==> src/hdl/dcmts_pkg.sv <==
// Shared types, constants and helpers of the DC motor torque step block.
package dcmts_pkg;

    localparam int DATA_W  = 32;
    localparam int REG_W   = 31;
    localparam int CMD_W   = 18;
    localparam int SLEW_W  = 17;
    localparam int IDX_W   = 3;
    localparam int PROD_W  = 64;

    // Configuration register indexes.
    localparam logic [IDX_W-1:0] REG_GEAR_RATIO     = 3'd0;
    localparam logic [IDX_W-1:0] REG_MOTOR_CONSTANT = 3'd1;
    localparam logic [IDX_W-1:0] REG_WINDING_RES    = 3'd2;
    localparam logic [IDX_W-1:0] REG_VISCOUS_COEFF  = 3'd3;
    localparam logic [IDX_W-1:0] REG_FRICTION       = 3'd4;
    localparam logic [IDX_W-1:0] REG_SLEW           = 3'd5;

    localparam logic signed [DATA_W-1:0] S32_MAX = 32'sh7FFF_FFFF;
    localparam logic signed [DATA_W-1:0] S32_MIN = 32'sh8000_0000;

    typedef enum logic [3:0] {
        ST_IDLE,
        ST_MUL_W,
        ST_MUL_P1,
        ST_MUL_UK,
        ST_MUL_UG,
        ST_DIFF,
        ST_DIV,
        ST_MUL_A,
        ST_MUL_B,
        ST_VISC,
        ST_FRIC,
        ST_MUL_T,
        ST_MUL_CUR,
        ST_DONE
    } seq_state_t;

    typedef enum logic [1:0] {
        DV_IDLE,
        DV_RUN,
        DV_FIN
    } div_state_t;

    typedef struct packed {
        logic signed [DATA_W-1:0] a;
        logic signed [DATA_W-1:0] b;
    } mul_req_t;

    typedef struct packed {
        logic                     start;
        logic signed [DATA_W-1:0] dividend;
        logic [REG_W-1:0]         divisor;
    } div_req_t;

    typedef struct packed {
        logic                     done;
        logic signed [DATA_W-1:0] quotient;
    } div_rsp_t;

    // Saturate a wide signed value to the signed 32 bit range.
    function automatic logic signed [DATA_W-1:0] sat32(input logic signed [PROD_W-1:0] x);
        logic signed [DATA_W-1:0] r;
        if (x > 64'sh0000_0000_7FFF_FFFF)
        begin
            r = S32_MAX;
        end
        else if (x < -64'sh0000_0000_8000_0000)
        begin
            r = S32_MIN;
        end
        else
        begin
            r = x[DATA_W-1:0];
        end
        return r;
    endfunction

endpackage

==> src/hdl/dcmts_item_if.sv <==
// Request channel carrying one simulation tick into the block.
interface dcmts_item_if;
    logic                                   valid;
    logic                                   ready;
    logic signed [dcmts_pkg::DATA_W-1:0]    shaft_speed;
    logic [dcmts_pkg::REG_W-1:0]            battery_voltage;
    logic signed [dcmts_pkg::CMD_W-1:0]     throttle_cmd;

    modport source (output valid, output shaft_speed, output battery_voltage,
                    output throttle_cmd, input ready);
    modport sink (input valid, input shaft_speed, input battery_voltage,
                  input throttle_cmd, output ready);
endinterface

==> src/hdl/dcmts_result_if.sv <==
// Result channel carrying the torque, battery current and throttle level.
interface dcmts_result_if;
    logic                                   valid;
    logic                                   ready;
    logic signed [dcmts_pkg::DATA_W-1:0]    torque_out;
    logic [dcmts_pkg::REG_W-1:0]            battery_current;
    logic signed [dcmts_pkg::CMD_W-1:0]     throttle_level;

    modport source (output valid, output torque_out, output battery_current,
                    output throttle_level, input ready);
    modport sink (input valid, input torque_out, input battery_current,
                  input throttle_level, output ready);
endinterface

==> src/hdl/dcmts_mul.sv <==
// Shared fixed point multiplier with a product register, floor shift and saturation.
module dcmts_mul #(
    parameter int FRAC_BITS = 16
) (
    input  logic                                clk,
    input  dcmts_pkg::mul_req_t                 req,
    output logic signed [dcmts_pkg::DATA_W-1:0] res
);

    logic signed [dcmts_pkg::PROD_W-1:0] prod_reg;
    logic signed [dcmts_pkg::PROD_W-1:0] prod_next;

    assign prod_next = $signed(req.a) * $signed(req.b);

    always_ff @(posedge clk)
    begin
        prod_reg <= prod_next;
    end

    // The arithmetic shift rounds toward minus infinity.
    assign res = dcmts_pkg::sat32(prod_reg >>> FRAC_BITS);

endmodule

==> src/hdl/dcmts_div.sv <==
// Restoring divider for (dividend * 2^FRAC_BITS) / divisor, truncated and saturated.
module dcmts_div #(
    parameter int FRAC_BITS = 16
) (
    input  logic                clk,
    input  logic                rst_n,
    input  dcmts_pkg::div_req_t req,
    output dcmts_pkg::div_rsp_t rsp
);

    localparam int DW = dcmts_pkg::DATA_W;

    dcmts_pkg::div_state_t st_reg, st_next;
    logic [DW-1:0]         rem_reg, rem_next;
    logic [DW-1:0]         q_reg, q_next;
    logic [4:0]            cnt_reg, cnt_next;
    logic                  neg_reg, neg_next;
    logic signed [DW-1:0]  res_reg, res_next;

    logic [DW-1:0]         mag;
    logic [DW-1:0]         upper;
    logic [DW-1:0]         lower;
    logic                  ovf;
    logic [DW:0]           trial;
    logic [DW:0]           trial_sub;
    logic                  ge;
    logic [DW-1:0]         q_fin;

    always_ff @(posedge clk or negedge rst_n)
    begin
        if (!rst_n)
        begin
            st_reg <= dcmts_pkg::DV_IDLE;
        end
        else
        begin
            st_reg <= st_next;
        end
    end

    always_ff @(posedge clk)
    begin
        rem_reg <= rem_next;
        q_reg   <= q_next;
        cnt_reg <= cnt_next;
        neg_reg <= neg_next;
        res_reg <= res_next;
    end

    always_comb
    begin
        // Magnitude of the dividend; the scaled dividend is mag followed by FRAC_BITS zeros.
        mag   = req.dividend[DW-1] ? (~req.dividend + 32'd1) : req.dividend;
        upper = {{(DW-FRAC_BITS){1'b0}}, mag[DW-1:DW-FRAC_BITS]};
        lower = {mag[DW-1-FRAC_BITS:0], {FRAC_BITS{1'b0}}};
        // A quotient of 2^32 or more saturates either way.
        ovf   = upper >= {1'b0, req.divisor};

        trial     = {rem_reg, q_reg[DW-1]};
        ge        = trial >= {2'b00, req.divisor};
        trial_sub = trial - {2'b00, req.divisor};
        q_fin     = {q_reg[DW-2:0], ge};

        st_next  = st_reg;
        rem_next = rem_reg;
        q_next   = q_reg;
        cnt_next = cnt_reg;
        neg_next = neg_reg;
        res_next = res_reg;

        case (st_reg)
            dcmts_pkg::DV_IDLE:
            begin
                if (req.start)
                begin
                    neg_next = req.dividend[DW-1];
                    if (req.dividend == '0)
                    begin
                        res_next = '0;
                        st_next  = dcmts_pkg::DV_FIN;
                    end
                    else if (ovf)
                    begin
                        res_next = req.dividend[DW-1] ? dcmts_pkg::S32_MIN : dcmts_pkg::S32_MAX;
                        st_next  = dcmts_pkg::DV_FIN;
                    end
                    else
                    begin
                        rem_next = upper;
                        q_next   = lower;
                        cnt_next = 5'd31;
                        st_next  = dcmts_pkg::DV_RUN;
                    end
                end
            end
            dcmts_pkg::DV_RUN:
            begin
                rem_next = ge ? trial_sub[DW-1:0] : trial[DW-1:0];
                q_next   = q_fin;
                cnt_next = cnt_reg - 5'd1;
                if (cnt_reg == 5'd0)
                begin
                    if (neg_reg)
                    begin
                        res_next = (q_fin > 32'h8000_0000) ? dcmts_pkg::S32_MIN
                                                          : $signed(~q_fin + 32'd1);
                    end
                    else
                    begin
                        res_next = q_fin[DW-1] ? dcmts_pkg::S32_MAX : $signed(q_fin);
                    end
                    st_next = dcmts_pkg::DV_FIN;
                end
            end
            dcmts_pkg::DV_FIN:
            begin
                st_next = dcmts_pkg::DV_IDLE;
            end
            default:
            begin
                st_next = dcmts_pkg::DV_IDLE;
            end
        endcase
    end

    assign rsp.done     = (st_reg == dcmts_pkg::DV_FIN);
    assign rsp.quotient = res_reg;

endmodule

==> src/hdl/dc_motor_torque_step.sv <==
// Top level of the brushed DC motor torque step: sequencer, registers and result stage.
// The divide takes 32 divider steps, and is skipped when it saturates or its dividend is zero;
// a stalled result side adds its stall. A new request is accepted only while the sequencer
// is idle, so the radix-2 divider is through with one request before the next comes; a
// finished result waits in the output register while the next request is accepted.
// Reset (rst_n, asynchronous, active low) clears level, sequencer and valid; config takes defaults.
module dc_motor_torque_step #(
    parameter int FRAC_BITS = 16
) (
    input  logic                            clk,
    input  logic                            rst_n,
    dcmts_item_if.sink                      item,
    dcmts_result_if.source                  result,
    input  logic                            cfg_we,
    input  logic [dcmts_pkg::IDX_W-1:0]     cfg_index,
    input  logic [dcmts_pkg::REG_W-1:0]     cfg_data
);

    localparam int DW = dcmts_pkg::DATA_W;
    localparam int RW = dcmts_pkg::REG_W;
    localparam int CW = dcmts_pkg::CMD_W;
    localparam int SW = dcmts_pkg::SLEW_W;

    // Fixed point constants: one, efficiency 0.95 rounded to nearest, and the
    // smallest battery voltage that is not under 0.01 V.
    localparam longint ONE_L  = 64'sd1 <<< FRAC_BITS;
    localparam longint ETA_L  = (95 * ONE_L + 50) / 100;
    localparam longint VLOW_L = (ONE_L + 99) / 100;
    localparam logic signed [DW-1:0] ONE_Q  = DW'(ONE_L);
    localparam logic signed [DW-1:0] ETA_Q  = DW'(ETA_L);
    localparam logic [RW-1:0]        VLOW_Q = RW'(VLOW_L);

    // Configuration registers.
    logic [RW-1:0] gear_reg;
    logic [RW-1:0] kt_reg;
    logic [RW-1:0] res_ohm_reg;
    logic [RW-1:0] visc_reg;
    logic [RW-1:0] fric_reg;
    logic [SW-1:0] slew_reg;

    // Sequencer and datapath registers.
    dcmts_pkg::seq_state_t    st_reg, st_next;
    logic signed [CW-1:0]     lvl_reg, lvl_next;
    logic signed [DW-1:0]     speed_reg, speed_next;
    logic [RW-1:0]            volt_reg, volt_next;
    logic signed [DW-1:0]     w_reg, w_next;
    logic signed [DW-1:0]     uk_reg, uk_next;
    logic signed [DW-1:0]     im_reg, im_next;
    logic signed [DW-1:0]     mm_reg, mm_next;
    logic signed [DW-1:0]     torque_reg, torque_next;

    // Output register.
    logic                     out_valid_reg, out_valid_next;
    logic signed [DW-1:0]     out_torque_reg, out_torque_next;
    logic [RW-1:0]            out_cur_reg, out_cur_next;
    logic signed [CW-1:0]     out_lvl_reg, out_lvl_next;

    dcmts_pkg::mul_req_t      mul_req;
    logic signed [DW-1:0]     mul_res;
    dcmts_pkg::div_req_t      div_req;
    dcmts_pkg::div_rsp_t      div_rsp;

    // Slew limiter signals.
    logic                     accept;
    logic signed [DW-1:0]     cmd_wide;
    logic signed [CW-1:0]     target;
    logic signed [CW+1:0]     lvl_wide;
    logic signed [CW+1:0]     tgt_wide;
    logic signed [CW+1:0]     lvl_up;
    logic signed [CW+1:0]     lvl_dn;
    logic signed [CW+1:0]     lvl_slewed;

    logic signed [DW-1:0]     gear_s;
    logic signed [DW-1:0]     kt_s;
    logic signed [DW-1:0]     visc_s;
    logic signed [DW-1:0]     fric_s;
    logic                     out_free;

    assign gear_s = $signed({1'b0, gear_reg});
    assign kt_s   = $signed({1'b0, kt_reg});
    assign visc_s = $signed({1'b0, visc_reg});
    assign fric_s = $signed({1'b0, fric_reg});

    dcmts_mul #(
        .FRAC_BITS (FRAC_BITS)
    ) u_mul (
        .clk (clk),
        .req (mul_req),
        .res (mul_res)
    );

    dcmts_div #(
        .FRAC_BITS (FRAC_BITS)
    ) u_div (
        .clk   (clk),
        .rst_n (rst_n),
        .req   (div_req),
        .rsp   (div_rsp)
    );

    // Configuration writes; indexes beyond the list are ignored.
    always_ff @(posedge clk or negedge rst_n)
    begin
        if (!rst_n)
        begin
            gear_reg    <= 31'd65536;
            kt_reg      <= 31'd655;
            res_ohm_reg <= 31'd6554;
            visc_reg    <= 31'd0;
            fric_reg    <= 31'd0;
            slew_reg    <= 17'd196;
        end
        else if (cfg_we)
        begin
            case (cfg_index)
                dcmts_pkg::REG_GEAR_RATIO:     gear_reg    <= cfg_data;
                dcmts_pkg::REG_MOTOR_CONSTANT: kt_reg      <= cfg_data;
                dcmts_pkg::REG_WINDING_RES:    res_ohm_reg <= cfg_data;
                dcmts_pkg::REG_VISCOUS_COEFF:  visc_reg    <= cfg_data;
                dcmts_pkg::REG_FRICTION:       fric_reg    <= cfg_data;
                dcmts_pkg::REG_SLEW:           slew_reg    <= cfg_data[SW-1:0];
                default:                       ;
            endcase
        end
    end

    always_ff @(posedge clk or negedge rst_n)
    begin
        if (!rst_n)
        begin
            st_reg        <= dcmts_pkg::ST_IDLE;
            lvl_reg       <= '0;
            out_valid_reg <= 1'b0;
        end
        else
        begin
            st_reg        <= st_next;
            lvl_reg       <= lvl_next;
            out_valid_reg <= out_valid_next;
        end
    end

    always_ff @(posedge clk)
    begin
        speed_reg      <= speed_next;
        volt_reg       <= volt_next;
        w_reg          <= w_next;
        uk_reg         <= uk_next;
        im_reg         <= im_next;
        mm_reg         <= mm_next;
        torque_reg     <= torque_next;
        out_torque_reg <= out_torque_next;
        out_cur_reg    <= out_cur_next;
        out_lvl_reg    <= out_lvl_next;
    end

    // The new throttle level is worked out from the request fields as it is accepted.
    // The command is clamped at one from above only, then the level moves toward it
    // by at most the slew step without passing it.
    always_comb
    begin
        cmd_wide = DW'(item.throttle_cmd);
        target   = (cmd_wide > ONE_Q) ? ONE_Q[CW-1:0] : item.throttle_cmd;
        lvl_wide = (CW+2)'(lvl_reg);
        tgt_wide = (CW+2)'(target);
        lvl_up   = lvl_wide + $signed({3'b000, slew_reg});
        lvl_dn   = lvl_wide - $signed({3'b000, slew_reg});
        if (lvl_wide < tgt_wide)
        begin
            lvl_slewed = (lvl_up > tgt_wide) ? tgt_wide : lvl_up;
        end
        else
        begin
            lvl_slewed = (lvl_dn < tgt_wide) ? tgt_wide : lvl_dn;
        end
    end

    assign item.ready = (st_reg == dcmts_pkg::ST_IDLE);
    assign accept     = item.valid && item.ready;
    assign out_free   = !out_valid_reg || result.ready;

    // Sequencer. Each multiply state drives the shared multiplier; its saturated
    // result appears in the cycle after and is picked up by the following state.
    always_comb
    begin
        st_next         = st_reg;
        lvl_next        = lvl_reg;
        speed_next      = speed_reg;
        volt_next       = volt_reg;
        w_next          = w_reg;
        uk_next         = uk_reg;
        im_next         = im_reg;
        mm_next         = mm_reg;
        torque_next     = torque_reg;
        out_torque_next = out_torque_reg;
        out_cur_next    = out_cur_reg;
        out_lvl_next    = out_lvl_reg;
        out_valid_next  = out_valid_reg && !result.ready;

        // The idle operands keep the battery current product steady while a
        // result waits for the output register.
        mul_req.a = im_reg;
        mul_req.b = DW'(lvl_reg);

        div_req.start    = 1'b0;
        div_req.dividend = mm_reg;
        div_req.divisor  = res_ohm_reg;

        case (st_reg)
            dcmts_pkg::ST_IDLE:
            begin
                if (accept)
                begin
                    speed_next = item.shaft_speed;
                    volt_next  = item.battery_voltage;
                    // An empty battery forces the level to zero and ignores the command.
                    if (item.battery_voltage < VLOW_Q)
                    begin
                        lvl_next = '0;
                    end
                    else
                    begin
                        lvl_next = lvl_slewed[CW-1:0];
                    end
                    st_next = dcmts_pkg::ST_MUL_W;
                end
            end
            dcmts_pkg::ST_MUL_W:
            begin
                // Motor speed from the shaft speed and the gear ratio.
                mul_req.a = gear_s;
                mul_req.b = speed_reg;
                st_next   = dcmts_pkg::ST_MUL_P1;
            end
            dcmts_pkg::ST_MUL_P1:
            begin
                w_next    = mul_res;
                mul_req.a = DW'(lvl_reg);
                mul_req.b = $signed({1'b0, volt_reg});
                st_next   = dcmts_pkg::ST_MUL_UK;
            end
            dcmts_pkg::ST_MUL_UK:
            begin
                // Motor voltage: level times battery voltage times efficiency.
                mul_req.a = mul_res;
                mul_req.b = ETA_Q;
                st_next   = dcmts_pkg::ST_MUL_UG;
            end
            dcmts_pkg::ST_MUL_UG:
            begin
                // Back-emf from the motor speed.
                uk_next   = mul_res;
                mul_req.a = w_reg;
                mul_req.b = kt_s;
                st_next   = dcmts_pkg::ST_DIFF;
            end
            dcmts_pkg::ST_DIFF:
            begin
                // The voltage difference across the winding goes to the divider.
                div_req.start    = 1'b1;
                div_req.dividend = dcmts_pkg::sat32(64'(uk_reg) - 64'(mul_res));
                st_next          = dcmts_pkg::ST_DIV;
            end
            dcmts_pkg::ST_DIV:
            begin
                if (div_rsp.done)
                begin
                    im_next = div_rsp.quotient;
                    st_next = dcmts_pkg::ST_MUL_A;
                end
            end
            dcmts_pkg::ST_MUL_A:
            begin
                mul_req.a = kt_s;
                mul_req.b = im_reg;
                st_next   = dcmts_pkg::ST_MUL_B;
            end
            dcmts_pkg::ST_MUL_B:
            begin
                mm_next   = mul_res;
                mul_req.a = visc_s;
                mul_req.b = w_reg;
                st_next   = dcmts_pkg::ST_VISC;
            end
            dcmts_pkg::ST_VISC:
            begin
                // Motor torque less viscous friction.
                mm_next = dcmts_pkg::sat32(64'(mm_reg) - 64'(mul_res));
                st_next = dcmts_pkg::ST_FRIC;
            end
            dcmts_pkg::ST_FRIC:
            begin
                // Coulomb friction opposes rotation; a standing motor counts as reversing.
                if (w_reg > 0)
                begin
                    mm_next = dcmts_pkg::sat32(64'(mm_reg) - 64'(fric_s));
                end
                else
                begin
                    mm_next = dcmts_pkg::sat32(64'(mm_reg) + 64'(fric_s));
                end
                st_next = dcmts_pkg::ST_MUL_T;
            end
            dcmts_pkg::ST_MUL_T:
            begin
                mul_req.a = mm_reg;
                mul_req.b = gear_s;
                st_next   = dcmts_pkg::ST_MUL_CUR;
            end
            dcmts_pkg::ST_MUL_CUR:
            begin
                torque_next = mul_res;
                st_next     = dcmts_pkg::ST_DONE;
            end
            dcmts_pkg::ST_DONE:
            begin
                // The battery current is zero unless both the winding current and
                // its product with the level are positive.
                if (out_free)
                begin
                    out_torque_next = torque_reg;
                    out_lvl_next    = lvl_reg;
                    if ((im_reg > 0) && !mul_res[DW-1])
                    begin
                        out_cur_next = mul_res[RW-1:0];
                    end
                    else
                    begin
                        out_cur_next = '0;
                    end
                    out_valid_next = 1'b1;
                    st_next        = dcmts_pkg::ST_IDLE;
                end
            end
            default:
            begin
                st_next = dcmts_pkg::ST_IDLE;
            end
        endcase
    end

    assign result.valid           = out_valid_reg;
    assign result.torque_out      = out_torque_reg;
    assign result.battery_current = out_cur_reg;
    assign result.throttle_level  = out_lvl_reg;

endmodule
==> src/flat_wrapper.sv <==
// flat-port wrapper written by rule: the top's interface ports become plain ports
module dc_motor_torque_step_flat 
#(
    parameter int FRAC_BITS = 16
)
  (clk, rst_n, cfg_we, cfg_index, cfg_data, item_valid, item_shaft_speed, item_battery_voltage, item_throttle_cmd, item_ready, result_valid, result_torque_out, result_battery_current, result_throttle_level, result_ready);
  dcmts_item_if item_i ();
  dcmts_result_if result_i ();
  input  logic clk;
  input  logic rst_n;
  input  logic cfg_we;
  input  logic [dcmts_pkg::IDX_W-1:0] cfg_index;
  input  logic [dcmts_pkg::REG_W-1:0] cfg_data;
  input wire logic [$bits(item_i.valid)-1:0] item_valid;
  input wire logic [$bits(item_i.shaft_speed)-1:0] item_shaft_speed;
  input wire logic [$bits(item_i.battery_voltage)-1:0] item_battery_voltage;
  input wire logic [$bits(item_i.throttle_cmd)-1:0] item_throttle_cmd;
  output wire logic [$bits(item_i.ready)-1:0] item_ready;
  output wire logic [$bits(result_i.valid)-1:0] result_valid;
  output wire logic [$bits(result_i.torque_out)-1:0] result_torque_out;
  output wire logic [$bits(result_i.battery_current)-1:0] result_battery_current;
  output wire logic [$bits(result_i.throttle_level)-1:0] result_throttle_level;
  input wire logic [$bits(result_i.ready)-1:0] result_ready;
  assign item_i.valid = item_valid;
  assign item_i.shaft_speed = item_shaft_speed;
  assign item_i.battery_voltage = item_battery_voltage;
  assign item_i.throttle_cmd = item_throttle_cmd;
  assign item_ready = item_i.ready;
  assign result_valid = result_i.valid;
  assign result_torque_out = result_i.torque_out;
  assign result_battery_current = result_i.battery_current;
  assign result_throttle_level = result_i.throttle_level;
  assign result_i.ready = result_ready;
  dc_motor_torque_step #(.FRAC_BITS(FRAC_BITS)) u_core (.clk(clk), .rst_n(rst_n), .item(item_i), .result(result_i), .cfg_we(cfg_we), .cfg_index(cfg_index), .cfg_data(cfg_data));
endmodule
==> config.mk <==
export PLATFORM = sky130hd
export DESIGN_NAME = dc_motor_torque_step_flat
export DESIGN_NICKNAME = d
export VERILOG_FILES = /design/src/hdl/dcmts_pkg.sv /design/src/hdl/dcmts_item_if.sv /design/src/hdl/dcmts_result_if.sv /design/src/hdl/dcmts_mul.sv /design/src/hdl/dcmts_div.sv /design/src/hdl/dc_motor_torque_step.sv /design/src/flat_wrapper.sv
export SDC_FILE = /design/constraint.sdc
export NUM_CORES = 2
export LEC_CHECK = 0
export BUFFER_PORTS_ARGS = -buffer_cell sky130_fd_sc_hd__buf_2
export CORE_MARGIN = 2
export CORE_UTILIZATION = 57
export CTS_BUF_LIST = sky130_fd_sc_hd__clkbuf_2 sky130_fd_sc_hd__clkbuf_4 sky130_fd_sc_hd__clkbuf_8
export CTS_CLUSTER_DIAMETER = 40
export DETAILED_ROUTE_END_ITERATION = 7
export GPL_TIMING_DRIVEN = 0
export MAX_ROUTING_LAYER = met4
export PLACE_DENSITY = 0.81
export SLEW_MARGIN = 20
export SYNTH_ARGS = -nofsm -noshare
export SYNTH_HDL_FRONTEND = slang
export SYNTH_SLANG_ARGS = --single-unit
==> constraint.sdc <==
create_clock -name clk -period 23.6 [get_ports clk]
set_input_delay 4.72 -clock clk [delete_from_list [all_inputs] [get_ports clk]]
set_output_delay 4.72 -clock clk [all_outputs]
set_load 0.005 [all_outputs]
* Word level (Yosys, flattened, before mapping)
Cells that the tools add are included.
** Word-level totals
- Bits in registers :: 667
- Output and inout bits :: 83
- Logic and storage cells :: 168
** Cells by class
- Add/sub/neg operators :: 10
- Multiply operators :: 1
- $lt $le $gt $ge :: 20
- Equal/unequal tests :: 28
- Multiplexer cells :: 53
- Bitwise operators :: 2
- Reduce and logical (&&, ||, !) cells :: 28
** Operators by type and width (count)
- 32-bit two-way mux :: 26
- 64-bit one-hot mux with 7 select lines :: 1
- 64-bit by 32-bit > comparator with 1-bit output (second input constant) :: 4
- 64-bit by 32-bit < comparator with 1-bit output (second input constant) :: 4
- 32-bit one-hot mux with 2 select lines :: 3
- 32-bit by 32-bit subtractor with 33-bit output :: 3
- 32-bit one-hot mux with 3 select lines :: 1
- 18-bit two-way mux :: 5
- 32-bit by 1-bit adder with 32-bit output (second input constant) :: 2
- 32-bit by 1-bit > comparator with 1-bit output (second input constant) :: 2
- 32-bit by 32-bit multiplier with 64-bit output :: 1
- 32-bit inverter :: 2
- 4-bit one-hot mux with 14 select lines :: 1
- 48-bit by 32-bit > comparator with 1-bit output (second input constant) :: 1
- 48-bit by 32-bit < comparator with 1-bit output (second input constant) :: 1
- 32-bit by 32-bit adder with 33-bit output :: 1
- 33-bit by 31-bit greater-or-equal comparator with 1-bit output :: 1
- 33-bit two-way mux :: 1
- 32-bit > comparator (second input constant) :: 1
- 32-bit logical NOT :: 1
- 32-bit by 31-bit subtractor with 32-bit output :: 1
- 16-bit by 31-bit greater-or-equal comparator with 1-bit output :: 1
- 31-bit by 10-bit < comparator with 1-bit output (second input constant) :: 1
- 31-bit two-way mux :: 1
- 37 further kinds :: 76

* Longest topological paths before layout
- Depth after elaboration :: 16
- Mapped depth :: 47
- Mapped depth without buffers :: 40

* Hierarchy
Synthesis repeated with hierarchy kept, for this count alone.
** Unflattened totals
- Cell total of the unflattened synthesis :: 7778
- Area total of the unflattened synthesis :: 75904.0 sq um
** Modules (own cells, without submodules)
- dcmts_mul :: times used 1, cells an instance 3844, area each 36665.2 sq um
- dc_motor_torque_step :: times used 1, cells an instance 3021, area each 31149.9 sq um
- dcmts_div :: times used 1, cells an instance 913, area each 8089.0 sq um

* Least setup slack after synthesis
Ideal clock, no wire load.
- Path kind :: flip-flop to flip-flop
- Start :: register u_core.u_mul.prod_reg[63] (netlist bit)
- End :: register u_core.u_div.cnt_reg[0], enable pin
- Library setup time :: 0.598 ns
- Data arrival time :: 13.339 ns
- Required time :: 23.002 ns
- Path slack :: 9.663 ns
- Stages on the path, launching flop included :: 46
- Buffers on the path :: 8
- Cell sequence :: dfxtp_1 -> nor4_1 -> and4_1 -> a21oi_2 -> buf_2 -> buf_2 -> buf_2 -> buf_2 -> buf_1 -> buf_1 -> a21oi_1 -> ha_1 -> nor2b_1 -> o31a_1 -> o211ai_1 -> o311ai_0 -> a21oi_1 -> o31a_1 -> (+10 left out) -> buf_2 -> a41oi_1 -> xor2_1 -> ha_1 -> o21ai_0 -> nand2b_1 -> a21oi_1 -> nor2b_1 -> o21ai_0 -> nand2b_1 -> a21oi_1 -> nor2_1 -> a211oi_1 -> o21ai_0 -> a211o_1 -> nand4_1 -> o41ai_4 -> o31ai_1
** Between the ends
- Longest elaborated chain between the ends :: 14
** RTL lines
- from (decl) :: line dcmts_mul.sv:10 : logic signed [dcmts_pkg::PROD_W-1:0] prod_reg;
- from (signal assigned) :: line dcmts_mul.sv:17 : prod_reg <= prod_next;
- 48-bit by 32-bit < comparator with 1-bit output :: line dcmts_pkg.sv:68 : else if (x < -64'sh0000_0000_8000_0000)
- 32-bit two-way mux :: line dcmts_pkg.sv:68
- 32-bit two-way mux * :: line dcmts_pkg.sv:64 : if (x > 64'sh0000_0000_7FFF_FFFF)
- 32-bit by 32-bit subtractor with 33-bit output * :: line dc_motor_torque_step.sv:261 : div_req.dividend = dcmts_pkg::sat32(64'(uk_reg) - 64'(mul_res));
- 64-bit by 32-bit < comparator with 1-bit output :: line dcmts_pkg.sv:68
- 32-bit two-way mux :: line dcmts_pkg.sv:68
- 32-bit two-way mux * :: line dcmts_pkg.sv:64
- 33-bit two-way mux * :: line dc_motor_torque_step.sv:209 : case (st_reg)
- 32-bit inverter :: line dcmts_div.sv:53 : mag = req.dividend[DW-1] ? (~req.dividend + 32'd1) : req.dividend;
- 32-bit by 1-bit adder with 32-bit output :: line dcmts_div.sv:53
- 32-bit two-way mux :: line dcmts_div.sv:53
- 16-bit by 31-bit greater-or-equal comparator with 1-bit output :: line dcmts_div.sv:57 : ovf = upper >= {1'b0, req.divisor};
- 2-bit != test (no line)
- 4-bit AND reduction (no line) *
- to (signal assigned) :: line dcmts_div.sv:45 : cnt_reg <= cnt_next;
- to (decl) :: line dcmts_div.sv:16 : logic [4:0] cnt_reg, cnt_next;
Mark *: on every way between the ends. The rest lies on a longest branch, timed or not.
A chain may end at the register's enable or synchronous reset.

* Final worst setup path
- Start :: register u_core.u_mul.prod_reg[63] (netlist bit)
- End :: register u_core.u_mul.prod_reg[63] (netlist bit)
** Between the ends
- Longest elaborated chain between the ends :: 5
** RTL lines
- 48-bit by 32-bit < comparator with 1-bit output :: line dcmts_pkg.sv:68
- 32-bit two-way mux :: line dcmts_pkg.sv:68
- 32-bit two-way mux * :: line dcmts_pkg.sv:64
- 64-bit one-hot mux with 7 select lines * :: line dc_motor_torque_step.sv:209
- 32-bit by 32-bit multiplier with 64-bit output * :: line dcmts_mul.sv:13 : assign prod_next = $signed(req.a) * $signed(req.b);
- via u_core.u_mul.prod_next (one bit) :: line dcmts_mul.sv:11 : logic signed [dcmts_pkg::PROD_W-1:0] prod_next;
The timed path passes the listed nets; every way through them passes the cells marked *.

==> impl_metrics.toml <==
[min_path]
min_to = "u_core.im_reg[9]"
hold_class = "flop to flop"
hold_start = "u_core.u_div.res_reg[9]"
whs_path_depth = 0

[setup_path]
r2r_setup_slack_ns = 7.48
start_kind = "flop"
slowest_stage = "clkbuf_1"
r2r-end = "u_core.u_mul.prod_reg[63]"
worst_path_most_repeated_cell = "fa_1"
arrival_ns = 16.89
worst_setup_path_end_kind = "flop"
max_stage_delay_ns = 0.99
crit_fanout = 10
crit_type = "flop to flop"
r2r.worst_path.cells = 44
r2r_start = "u_core.u_mul.prod_reg[63]"
cp.required_ns = 24.37

[synthesis]
synth_flop_cell = "edfxtp_1"
synthesis.area_um2 = 77100
synth.distinct_cells = 110
syn_avg_cell_area_um2 = 9.23
synthArstFlopShare = 0.303
synth_edf_count = 406
synth_cells = 8351
seq_area_frac_synth = 0.235
synth_top_area_cell = "fa_1"
yosysTopAreaCellShare = 0.283
netlist_top_cells_area = "fa_1 28%, edfxtp_1 16%, inv_1 7.0%, ha_1 6.7%, dfrtp_1 5.8%"
synth_nets = 9973
synth.ff_latch_count = 651
yosysWarnings = 0

[timing]
finClkSkew_ns = 0.0678
rsz0062_at_grt = "no"
fin_crit_ns = 16.12
tns_ns = 0
worst_pin_slew_ns = 1.32
slew_violations = 0
max_freq_mhz = 62.0
min_period_over_period = 0.683
finalHoldViolCount = 0
slew_headroom = 0.123
setup_viol = 0

[placement]
numPortBuffers = 201
place.gp.congestion = 1.15
hpwl_um = 272000

[detailed_routing]
wl_um = 335000
wl_per_cell_um = 31.5
first_pass_iters = 8
viasPerCell = 6.51
drcViolationCount = 1
ant_nets = 0
drtIter0Drc = 9943
via_count = 69300

[clock_network]
cts_max_level = 3
post-cts-setup-buffer-count = 0
cts_hold_buf = 0
cts_buffers = 113
cts_root_buffer = "clkbuf_8"
clkSlewWorstSetupHoldPaths_ns = 0.07
cts_tree = "done"
clock-sinks = 651
clk_path_buf_depth = 3
postCtsResizedCells = 0
clock_latency_ns = 0.90

[status]
violations = "design-rule violations"
outcome = "finished, violations left"

[global_route]
grt_pass1_vias = 67400
grt_pass1_wl_um = 476000
antenna_found_initial = 30
overflow = 0
grt_max_degree = 93
grt_use_total = 0.503

[floorplan]
dieArea_um2 = 138000
start_util = 0.576
rows = 134
num_io_pins = 203
die_h_um = 372
core_area_um2 = 134000
die_w_um = 372

[cells_and_area]
final_common_cell = "inv_1"
final_nets = 10300
largest_reg_flops = 48
layout_common_cells = "1432 x inv_1, 1087 x fa_1, 1078 x nand2_1"
syn2layout_area_growth_pct = 9.26
drive_gt1_frac = 0.0907

[flow_run]
drv_cap = 0
-- metrics by stage --
stage / instance area, um2 / setup slack, ns / cells / hold WS (ns) / utilization
after floorplan: 77100 / 9.66 / 8351 / 0.400 / -
after global placement: 80300 / 3.38 / 10300 / 0.403 / 0.600
after detailed placement: 81500 / 8.02 / 10400 / 0.405 / 0.609
after CTS: 84100 / 7.90 / 10600 / 0.416 / 0.628
after global routing: 84200 / 7.31 / 10600 / 0.423 / 0.629
final: 84200 / 7.48 / 10600 / 0.410 / 0.630
-- layer usage --
layer	GRT usage	up-vias	share of wire
met5	-	-	0
li1	-	28300	-
met1	0.638	34400	0.37
met3	0.225	1164	0.16
met4	0.280	0	0.071
met2	0.662	5451	0.40
-- kinds of logic (layout without fill, tap and decap cells) --
logic type                 count (synthesis)  after routing  share of synthesized area
AOI/OAI and AO/OA                       1564           1564                      0.137
muxes                                    128            128                     0.0187
and+or+nand+nor                         2362           2362                      0.136
buffers and inverters                   1874           2350                     0.0923
other                                      0             48                          0
adders and majority gates               1520           1520                      0.352
xor gates and xnor gates                 252            252                     0.0286
DFF                                      651            651                      0.235
-- how the worst max path moves through the flow --
stage	endpoint	slack, ns	depth (start not counted)	start
after floorplan	u_core.u_div.cnt_reg[0]	9.66	45	u_core.u_mul.prod_reg[63]
after global placement	u_core.u_div.rem_reg[20]	3.38	45	u_core.u_mul.prod_reg[63]
after detailed placement	u_core.u_mul.prod_reg[63]	8.02	43	u_core.u_mul.prod_reg[63]
after CTS	u_core.u_mul.prod_reg[63]	7.90	43	u_core.u_mul.prod_reg[63]
after global routing	u_core.u_mul.prod_reg[63]	7.31	43	u_core.u_mul.prod_reg[63]
final	u_core.u_mul.prod_reg[63]	7.48	44	u_core.u_mul.prod_reg[63]
-- Yosys cell counts, types with 17 or more instances --
library cell / number
a22oi_1: 130
a211oi_1: 41
a221oi_1: 47
a22o_1: 25
o22ai_1: 64
nand3_1: 105
dfrtp_1: 180
inv_1: 1434
edfxtp_1: 406
buf_2: 23
nand4_1: 46
o31ai_1: 38
fa_1: 1088
dfxtp_1: 48
and3_1: 34
xor2_1: 62
o21a_1: 40
a21o_1: 95
o211ai_1: 34
nor2b_1: 52
and2_1: 92
nor3_1: 89
mux2_2: 120
a31oi_1: 47
buf_1: 27
nand2_1: 1078
a21oi_1: 379
nand2b_1: 53
a41oi_1: 19
clkbuf_1: 377
nor2_1: 623
o21ai_0: 293
dfstp_2: 17
a222oi_1: 17
or3_1: 55
ha_1: 414
nor4_1: 45
xnor2_1: 190
o21bai_1: 34
-- worst max-delay path, delay by kind of cell, from the launching register on --
| kind | cells | cell delay, ns |
|---|---|---|
| compound gates | 12 | 4.62 |
| xor+xnor | 1 | 0.16 |
| fa+ha+maj | 9 | 4.69 |
| buf+inv | 14 | 4.40 |
| flops | 1 | 0.64 |
| simple gates | 8 | 1.46 |
-- layout make-up --
type,count,area [um2]
antenna,48,120
buffer,439,1760
clock buffer,150,1910
clock inverter,66,681
fill,11200,49600
inverter,1435,5390
multi-input combinational,5826,52300
sequential,651,18100
tap,1768,2210
timing repair buffer,260,1790
Power is left out: the tool's default activity adds up to more than one toggle a clock period on the data nets, which glitch-free logic cannot reach.
